<file path="config.mk">
export PLATFORM = sky130hd
export DESIGN_NAME = straight_key_morse_decoder
export DESIGN_NICKNAME = d
export VERILOG_FILES = /design/src/hw/rtl/skmd_pkg.sv /design/src/hw/rtl/straight_key_morse_decoder.sv /design/src/hw/rtl/skmd_core.sv
export SDC_FILE = /design/constraint.sdc
export NUM_CORES = 1
export LEC_CHECK = 0
export BUFFER_PORTS_ARGS = -buffer_cell sky130_fd_sc_hd__buf_2
export CAP_MARGIN = 25
export CORE_UTILIZATION = 25
export CTS_CLUSTER_SIZE = 40
export DETAILED_ROUTE_END_ITERATION = 16
export PLACE_DENSITY = 0.48
export SYNTH_ARGS = -nofsm -noshare
export SYNTH_HDL_FRONTEND = slang
export SYNTH_HIERARCHICAL = 1
export SYNTH_SLANG_ARGS = --single-unit
</file>
<file path="constraint.sdc">
create_clock -name clk -period 5.4 [get_ports clk]
set_input_delay 0 -clock clk [delete_from_list [all_inputs] [get_ports clk]]
set_output_delay 0 -clock clk [all_outputs]
set_load 0.01 [all_outputs]
</file>
<file path="src/hw/rtl/skmd_pkg.sv">
package skmd_pkg;

    localparam int unsigned MAX_SYMBOLS_DEF = 8;
    localparam int unsigned DOT_W           = 11;
    localparam int unsigned TIME_W          = 32;
    localparam int unsigned CODE_W          = 7;
    localparam int unsigned LEN_W           = 4;
    localparam int unsigned PAT_W           = 5;

    localparam logic [DOT_W-1:0] DOT_RESET = 11'd60;

    typedef enum logic [2:0] {
        PH_IDLE = 3'b001,
        PH_DOWN = 3'b010,
        PH_WAIT = 3'b100
    } phase_t;

    typedef struct packed {
        logic [TIME_W-1:0] now_ms;
        logic              key_down;
    } in_word_t;

    typedef struct packed {
        logic              tone_on;
        logic              transmit_on;
        logic              letter_valid;
        logic [CODE_W-1:0] letter_code;
        logic              space_valid;
    } out_word_t;

    // bit i of pat is symbol i, dash = 1; bits above len are zero
    function automatic logic [CODE_W-1:0] morse_lookup(
        input logic [LEN_W-1:0] len,
        input logic [PAT_W-1:0] pat
    );
        logic [CODE_W-1:0] code;
        code = '0;
        unique case ({len, pat})
            {4'd1, 5'd0}:  code = 7'h45; // E
            {4'd1, 5'd1}:  code = 7'h54; // T
            {4'd2, 5'd2}:  code = 7'h41; // A
            {4'd2, 5'd0}:  code = 7'h49; // I
            {4'd2, 5'd3}:  code = 7'h4D; // M
            {4'd2, 5'd1}:  code = 7'h4E; // N
            {4'd3, 5'd1}:  code = 7'h44; // D
            {4'd3, 5'd3}:  code = 7'h47; // G
            {4'd3, 5'd5}:  code = 7'h4B; // K
            {4'd3, 5'd7}:  code = 7'h4F; // O
            {4'd3, 5'd2}:  code = 7'h52; // R
            {4'd3, 5'd0}:  code = 7'h53; // S
            {4'd3, 5'd4}:  code = 7'h55; // U
            {4'd3, 5'd6}:  code = 7'h57; // W
            {4'd4, 5'd1}:  code = 7'h42; // B
            {4'd4, 5'd5}:  code = 7'h43; // C
            {4'd4, 5'd4}:  code = 7'h46; // F
            {4'd4, 5'd0}:  code = 7'h48; // H
            {4'd4, 5'd14}: code = 7'h4A; // J
            {4'd4, 5'd2}:  code = 7'h4C; // L
            {4'd4, 5'd6}:  code = 7'h50; // P
            {4'd4, 5'd11}: code = 7'h51; // Q
            {4'd4, 5'd8}:  code = 7'h56; // V
            {4'd4, 5'd9}:  code = 7'h58; // X
            {4'd4, 5'd13}: code = 7'h59; // Y
            {4'd4, 5'd3}:  code = 7'h5A; // Z
            {4'd5, 5'd31}: code = 7'h30;
            {4'd5, 5'd30}: code = 7'h31;
            {4'd5, 5'd28}: code = 7'h32;
            {4'd5, 5'd24}: code = 7'h33;
            {4'd5, 5'd16}: code = 7'h34;
            {4'd5, 5'd0}:  code = 7'h35;
            {4'd5, 5'd1}:  code = 7'h36;
            {4'd5, 5'd3}:  code = 7'h37;
            {4'd5, 5'd7}:  code = 7'h38;
            {4'd5, 5'd15}: code = 7'h39;
            default:       code = '0;
        endcase
        return code;
    endfunction

endpackage

</file>
<file path="src/hw/rtl/straight_key_morse_decoder.sv">
// channel  | direction | handshake         | word
// ---------+-----------+-------------------+-------------------------------
// in       | input     | in_valid/in_stall | now_ms, key_down
// out      | output    | out_valid/out_stall | tone_on .. space_valid
// cfg      | input     | cfg_valid/cfg_ready | dot_length_ms (11 bit)
//
// one word per cycle while out_stall is low; a taken word passes the input
// register, then decode and state update into the output register
// rst_n clears the key state, the pattern and dot_length_ms to 60
// out_stall holds the output register and backs up into in_stall only
// when both registers are full; cfg writes are always taken
module straight_key_morse_decoder #(
    parameter int unsigned MAX_SYMBOLS = skmd_pkg::MAX_SYMBOLS_DEF
) (
    input  logic                         clk,
    input  logic                         rst_n,
    input  logic                         in_valid,
    output logic                         in_stall,
    input  skmd_pkg::in_word_t           in_data,
    output logic                         out_valid,
    input  logic                         out_stall,
    output skmd_pkg::out_word_t          out_data,
    input  logic                         cfg_valid,
    output logic                         cfg_ready,
    input  logic [skmd_pkg::DOT_W-1:0]   cfg_data
);

    logic                          in_vld_reg, in_vld_next;
    skmd_pkg::in_word_t            in_word_reg;
    logic                          out_vld_reg, out_vld_next;
    skmd_pkg::out_word_t           out_word_reg;
    logic [skmd_pkg::DOT_W-1:0]    dot_reg;
    logic                          advance;
    logic                          in_take;
    skmd_pkg::out_word_t           result;

    assign advance   = in_vld_reg && (!out_vld_reg || !out_stall);
    assign in_stall  = in_vld_reg && !advance;
    assign in_take   = in_valid && !in_stall;
    assign cfg_ready = 1'b1;

    assign in_vld_next  = in_take || (in_vld_reg && !advance);
    assign out_vld_next = advance || (out_vld_reg && out_stall);

    assign out_valid = out_vld_reg;
    assign out_data  = out_word_reg;

    skmd_core #(
        .MAX_SYMBOLS (MAX_SYMBOLS)
    ) u_core (
        .clk     (clk),
        .rst_n   (rst_n),
        .step    (advance),
        .dot_len (dot_reg),
        .item    (in_word_reg),
        .result  (result)
    );

    always_ff @(posedge clk or negedge rst_n)
    begin
        if (!rst_n)
        begin
            in_vld_reg  <= 1'b0;
            out_vld_reg <= 1'b0;
            dot_reg     <= skmd_pkg::DOT_RESET;
        end
        else
        begin
            in_vld_reg  <= in_vld_next;
            out_vld_reg <= out_vld_next;
            if (cfg_valid && cfg_ready)
            begin
                dot_reg <= cfg_data;
            end
        end
    end

    always_ff @(posedge clk)
    begin
        if (in_take)
        begin
            in_word_reg <= in_data;
        end
        if (advance)
        begin
            out_word_reg <= result;
        end
    end

`ifndef SYNTHESIS
    assert property (@(posedge clk) disable iff (!rst_n)
        out_valid |-> (out_data.letter_valid == (out_data.letter_code != '0)))
        else $error("letter flag and code disagree");

    assert property (@(posedge clk) disable iff (!rst_n)
        out_valid && out_data.tone_on |-> out_data.transmit_on)
        else $error("tone without transmit");

    assert property (@(posedge clk) disable iff (!rst_n)
        out_valid && (out_data.space_valid || out_data.letter_valid) |-> !out_data.tone_on)
        else $error("decode while key down");

    assert property (@(posedge clk) disable iff (!rst_n)
        in_stall |-> in_vld_reg && out_vld_reg && out_stall)
        else $error("input stalled with room downstream");
`endif

endmodule

</file>
<file path="src/hw/rtl/skmd_core.sv">
module skmd_core #(
    parameter int unsigned MAX_SYMBOLS = skmd_pkg::MAX_SYMBOLS_DEF
) (
    input  logic                           clk,
    input  logic                           rst_n,
    input  logic                           step,
    input  logic [skmd_pkg::DOT_W-1:0]     dot_len,
    input  skmd_pkg::in_word_t             item,
    output skmd_pkg::out_word_t            result
);

    localparam int unsigned CNT_W = $clog2(MAX_SYMBOLS + 1);
    localparam int unsigned IDX_W = $clog2(MAX_SYMBOLS);

    skmd_pkg::phase_t                  phase_reg, phase_next;
    logic [skmd_pkg::TIME_W-1:0]       start_reg, start_next;
    logic [CNT_W-1:0]                  count_reg, count_next;
    logic [MAX_SYMBOLS-1:0]            bits_reg, bits_next;

    logic [skmd_pkg::TIME_W-1:0]       elapsed;
    logic [skmd_pkg::DOT_W+1:0]        dot2, dot3;
    logic [skmd_pkg::DOT_W+2:0]        dot4, dot7;
    logic                              is_dash, ge3, ge4, ge7;
    logic [skmd_pkg::CODE_W-1:0]       lookup;
    logic [skmd_pkg::CODE_W-1:0]       letter;
    logic                              space;

    assign elapsed = item.now_ms - start_reg;
    assign dot2 = {1'b0, dot_len, 1'b0};
    assign dot3 = {2'b00, dot_len} + {1'b0, dot_len, 1'b0};
    assign dot4 = {1'b0, dot_len, 2'b00};
    assign dot7 = {dot_len, 3'b000} - {3'b000, dot_len};

    assign is_dash = elapsed >= {{(skmd_pkg::TIME_W-skmd_pkg::DOT_W-2){1'b0}}, dot2};
    assign ge3     = elapsed >= {{(skmd_pkg::TIME_W-skmd_pkg::DOT_W-2){1'b0}}, dot3};
    assign ge4     = elapsed >= {{(skmd_pkg::TIME_W-skmd_pkg::DOT_W-3){1'b0}}, dot4};
    assign ge7     = elapsed >= {{(skmd_pkg::TIME_W-skmd_pkg::DOT_W-3){1'b0}}, dot7};

    // patterns longer than the table never match
    assign lookup = (count_reg > CNT_W'(skmd_pkg::PAT_W)) ? '0 :
        skmd_pkg::morse_lookup(skmd_pkg::LEN_W'(count_reg),
                               bits_reg[skmd_pkg::PAT_W-1:0]);

    always_comb
    begin
        phase_next = phase_reg;
        start_next = start_reg;
        count_next = count_reg;
        bits_next  = bits_reg;
        letter     = '0;
        space      = 1'b0;
        unique case (phase_reg)
            skmd_pkg::PH_DOWN:
            begin
                if (!item.key_down)
                begin
                    if (count_reg < CNT_W'(MAX_SYMBOLS))
                    begin
                        bits_next[count_reg[IDX_W-1:0]] = bits_reg[count_reg[IDX_W-1:0]]
                                                          | is_dash;
                        count_next = count_reg + 1'b1;
                    end
                    phase_next = skmd_pkg::PH_WAIT;
                    start_next = item.now_ms;
                end
            end
            skmd_pkg::PH_WAIT:
            begin
                if (item.key_down)
                begin
                    phase_next = skmd_pkg::PH_DOWN;
                    start_next = item.now_ms;
                end
                else
                begin
                    // any gap of three dots or more decodes once and clears
                    if (ge3)
                    begin
                        letter     = lookup;
                        count_next = '0;
                        bits_next  = '0;
                    end
                    space = ge7;
                    if (ge4)
                    begin
                        phase_next = skmd_pkg::PH_IDLE;
                    end
                end
            end
            default:
            begin
                phase_next = skmd_pkg::PH_IDLE;
                if (item.key_down)
                begin
                    phase_next = skmd_pkg::PH_DOWN;
                    start_next = item.now_ms;
                end
            end
        endcase
    end

    always_comb
    begin
        result.tone_on      = (phase_next == skmd_pkg::PH_DOWN);
        result.transmit_on  = (phase_next != skmd_pkg::PH_IDLE);
        result.letter_valid = (letter != '0);
        result.letter_code  = letter;
        result.space_valid  = space;
    end

    always_ff @(posedge clk or negedge rst_n)
    begin
        if (!rst_n)
        begin
            phase_reg <= skmd_pkg::PH_IDLE;
            start_reg <= '0;
            count_reg <= '0;
            bits_reg  <= '0;
        end
        else if (step)
        begin
            phase_reg <= phase_next;
            start_reg <= start_next;
            count_reg <= count_next;
            bits_reg  <= bits_next;
        end
    end

`ifndef SYNTHESIS
    assert property (@(posedge clk) disable iff (!rst_n)
        count_reg <= CNT_W'(MAX_SYMBOLS))
        else $error("symbol count beyond limit");

    assert property (@(posedge clk) disable iff (!rst_n)
        step && result.letter_valid |=> count_reg == '0)
        else $error("pattern not cleared after decode");

    assert property (@(posedge clk) disable iff (!rst_n)
        step && phase_reg == skmd_pkg::PH_DOWN && !item.key_down
        |=> phase_reg == skmd_pkg::PH_WAIT)
        else $error("key release did not enter wait");
`endif

endmodule

</file>
* Word-level counts from Yosys, hierarchy flattened
Index checks and enable logic that the tools add are counted.
** Word-level totals
- Register bits :: 104
- Output and inout port bits :: 14
- Input port bits :: 49
** Cells by class
- Reduce and logical (&&, ||, !) cells :: 18
- Bitwise gates (word level) :: 2
- Eq/ne operators :: 44
- Magnitude comparators :: 8
- $add $sub $neg :: 4
- Mux-type cells :: 28
** Operators with widths (number)
- $pmux W7 S36 :: 1
- $eq A9 B8 Y1 const B :: 22
- $eq A9 B7 Y1 const B :: 12
- $mux W32 :: 3
- $ge A32 B13 Y1 :: 2
- $ge A32 B12 Y1 :: 1
- $ge A32 B14 Y1 :: 1
- $mux W8 :: 4
- $sub A32 B32 Y32 :: 1
- $mux W7 :: 4
- $eq A9 B6 Y1 const B :: 2
- $mux W4 :: 4
- $pmux W8 S2 :: 1
- $sub A14 B11 Y14 :: 1
- $add A11 B12 Y13 :: 1
- $mux W3 :: 3
- $bwmux W8 :: 1
- $pmux W4 S2 :: 1
- $reduce_bool A7 Y1 :: 1
- $eq A3 B2 Y1 const B :: 2
- $pmux W3 S2 :: 1
- $reduce_and A6 Y1 :: 1
- $logic_and A1 B1 Y1 :: 5
- $add A4 B1 Y4 const B :: 1
- other kinds (19) :: 28

* Depth between registers and ports, before layout
- Depth after elaboration :: 8
- Mapped depth :: 21
- Depth with buffers taken out :: 20

* By module
Netlist, hierarchy kept.
** Modules (own cells, without submodules)
- skmd_core :: instances 1, area an instance 6767.7 µm², cells an instance 863, seq. area each 1177.4 µm²
- straight_key_morse_decoder :: instances 1, area an instance 1871.8 µm², cells an instance 77, seq. area each 1651.6 µm²

* Worst setup path before layout
Ideal clock, no wire load.
- Path kind :: reg-to-reg
- Start point :: reg dot_reg[2] (netlist bit)
- End point :: reg u_core.bits_reg[3]
- Stages on the path, launching flop included :: 22
- Arrival time :: 3.818 ns
- Clock period less this slack :: 3.914 ns
- Slack :: 1.486 ns
- Library setup time :: 0.096 ns
- Buffers on the path :: 1
- Path through :: dfstp_2 -> inv_1 -> ha_1 -> a21o_1 -> a21oi_1 -> o21ai_0 -> a21oi_1 -> nand2b_1 -> a21oi_1 -> o21ai_0 -> nand2b_1 -> a21o_1 -> xor2_1 -> ha_1 -> nor2b_1 -> o21ai_0 -> nand2b_1 -> a21oi_1 -> o211ai_1 -> clkbuf_1 -> o41a_1 -> o31ai_1
** On the way
- Cells in the longest elaborated chain, start to end :: 6
- Elaborated cells between the ends (all ways) :: 10
- Those cells by class :: 1 x add/sub; 2 x order compare; 1 x eq/ne; 4 x mux; 1 x bitwise; 1 x reduce/logical
** Ends and longest elaborated chain
- start, declared :: RTL line straight_key_morse_decoder.sv:32 : logic [skmd_pkg::DOT_W-1:0] dot_reg;
- start signal, assigned :: RTL line straight_key_morse_decoder.sv:65 : dot_reg <= skmd_pkg::DOT_RESET;
- start signal, assigned :: RTL line straight_key_morse_decoder.sv:73 : dot_reg <= cfg_data;
- branches (longest 6 deep; another with $ge A32 B13 Y1)
- end signal, assigned :: RTL line skmd_core.sv:125 : bits_reg <= bits_next;
- end, declared :: RTL line skmd_core.sv:18 : logic [MAX_SYMBOLS-1:0] bits_reg, bits_next;
Several ways; the timed one is not identified. The select of a mux whose other input is x is not followed.
A chain may end at the register's enable or synchronous reset.

==> flow_metrics.env <==
export IMPL_status="finished clean"
export IMPL_finalSetupTns_ps=0
export IMPL_rsz0062_at_grt="no"
export IMPL_clk_latency_ps=370
export IMPL_grt_usage=0.125
export IMPL_wl_microns=21400
export IMPL_crit_path_end_kind="flop"
export IMPL_syn_inst=940
export IMPL_ys_types=69
export IMPL_cts_sinks=104
export IMPL_yosys_warnings=6
export IMPL_die_area_sq_um=35300
export IMPL_startpoint_type="flop"
export IMPL_path_class="flop to flop"
export IMPL_ys_async_sr_fraction=0.577
export IMPL_grt_max_degree=61
export IMPL_vias_per_cell=4.88
export IMPL_yosys_top_cells_count="103 x ha_1, 74 x inv_1, 72 x a21oi_1"
export IMPL_fin_worst_skew_ps=12.5
export IMPL_clkTransAtPathRegs_ps=80
export IMPL_postSynthAreaPerCell_sq_um=9.19
export IMPL_synth_ff_type="dfrtp_1"
export IMPL_fp_dieH_microns=188
export IMPL_tightest_slew_ps=872
export IMPL_numCtsBuffers=9
export IMPL_yosysMostFrequentCell="ha_1"
export IMPL_setup_violations=0
export IMPL_syn2layout_area_growth_pct=17.7
export IMPL_wl_per_cell_microns=14.4
export IMPL_post_route_cells_drive_above_1_share=0.149
export IMPL_synth_nets=1094
export IMPL_synth_edf_count=44
export IMPL_powerDensity_nw_per_um2=437
export IMPL_place_area_sq_um=9390
export IMPL_period_share=0.830
export IMPL_crit_required_ps=5500
export IMPL_ant_nets=0
export IMPL_hold_viol_final=0
export IMPL_layout_min_cycle_time_ps=4480
export IMPL_ys_seq_elements=104
export IMPL_drc_errors=0
export IMPL_pin_count=63
export IMPL_start_util=0.256
export IMPL_antenna_found_initial=0
export IMPL_synth_area_sq_um=8640
export IMPL_placementRows=67
export IMPL_die_width_microns=188
export IMPL_cts_buffer_depth=2
export IMPL_p_leak_nw=4.35
export IMPL_root_buffer="clkbuf_16"
export IMPL_post_cts_buffers=0
export IMPL_yosysTopAreaCellShare=0.159
export IMPL_ir_drop_mv=0.194
export IMPL_fmax_mhz=223
export IMPL_place_port_buffers=61
export IMPL_power_total_mw=4.44
export IMPL_design_area_sq_um=10200
export IMPL_ctsHtreeMaxLevel=3
export IMPL_cts_tree="built"
export IMPL_max_slew_margin=0.419
export IMPL_slew_violations=0
export IMPL_post_cts_resized=0
export IMPL_grt_pass1_wl_microns=35900
export IMPL_seq_area_frac_synth=0.327
export IMPL_cp_arrival_ps=4580
export IMPL_synth_area_leaders="dfrtp_1 16%, edfxtp_1 15%, ha_1 15%"
export IMPL_fp_coreArea_sq_um=33800
export IMPL_drt_initial_drc_count=358
export IMPL_num_nets_final=1185
export IMPL_grt_overflow_total=0
export IMPL_hp_class="primary input to flop"
export IMPL_vias=7240
export IMPL_max_cap_violations=0
export IMPL_antenna_cells=0
export IMPL_cts_hold_buf=48
export IMPL_largest_register_ffs=33
export IMPL_grt_pass1_vias=7139
export IMPL_synth_top_area_cell="dfrtp_1"
export IMPL_dp_hpwl_microns=16200
export IMPL_dr_pass1_iters=4
export IMPL_whs_ps=114
export IMPL_gp_congestion=0.851
export IMPL_critPathMaxFanout=12
cell type report:
cell class	count	area [sq um]
well taps	448	561
fillers	3613	23600
flip-flops and latches	104	2830
multi-input cells	725	5370
clock inverters	7	67.6
inverters	75	282
repair buffers	116	836
clock buffers	9	225
per-stage QoR:
| step | setup WS (ps) | std cells | utilization |
|---|---|---|---|
| 5_1_grt | 472 | 1484 | 0.301 |
| 6_report | 919 | 1484 | 0.301 |
| 3_3_place_gp | 959 | 1419 | 0.278 |
| 4_1_cts | 902 | 1484 | 0.301 |
| 3_5_place_dp | 907 | 1420 | 0.278 |
| 2_1_floorplan | 1490 | 940 | - |
metal layers:
metal,global-route usage,vias up,wire [microns]
met1,0.169,3422,10900
met2,0.204,123,9710
met4,0.0381,0,347
met3,0.0178,28,529
li1,-,3667,-
met5,0,-,0
kinds of logic after synthesis:
kind of cell,synth area share
muxes,0.0686
xor gates and xnor gates,0.0365
adders and majority gates,0.155
buffers and inverters,0.0521
DFF,0.327
and+or+nand+nor,0.155
other,0.000434
AOI/OAI and AO/OA,0.205
worst max-delay path, cell delays in order (launching register included):
cell and delay, ps:
dfstp_2 620, inv_1 130, ha_1 280, a21o_1 180, a21oi_1 220, o21ai_0 110, a21oi_1 220, nand2b_1 130
a21oi_1 70, o21ai_0 210, nand2b_1 80, a21o_1 200, xor2_1 150, ha_1 280, nor2b_1 130, o21ai_0 140
nand2b_1 70, a21oi_1 140, o211ai_1 90, buf_4 210, o221ai_1 440, nor3_1 110
power by group:
group	internal (mW)	total, mW	switching [mW]
logic	1.11	2.67	1.55
clock network	0.323	0.667	0.344
registers	0.979	1.11	0.127
final timing paths:
| check | start | to | cells after the start | slack [ps] |
|---|---|---|---|---|
| min | cfg_valid | dot_reg[9] | 2 | 110 |
| min reg2reg | in_vld_reg | out_valid | 1 | 480 |
| max in group asynchronous | rst_n | u_core/start_reg[29] | 3 | 4500 |
| max reg2reg | dot_reg[2] | out_data[4] | 21 | 920 |
| max | dot_reg[2] | out_data[4] | 21 | 920 |
| min in group asynchronous | rst_n | u_core/start_reg[5] | 3 | 360 |
placed cells by master, fill, tap and decap left out, types with 23 or more instances in the layout:
| cell type | instances |
|---|---|
| edfxtp_1 | 44 |
| dlygate4sd3_1 | 48 |
| ha_1 | 103 |
| inv_1 | 74 |
| dfrtp_1 | 55 |
| nor3_1 | 33 |
| o21ai_0 | 51 |
| nand2_1 | 63 |
| a21oi_1 | 72 |
| nor2_1 | 54 |
| mux2_2 | 34 |
| nand3_1 | 23 |
| buf_2 | 62 |
No activity file was read; power rests on OpenSTA's default activity.
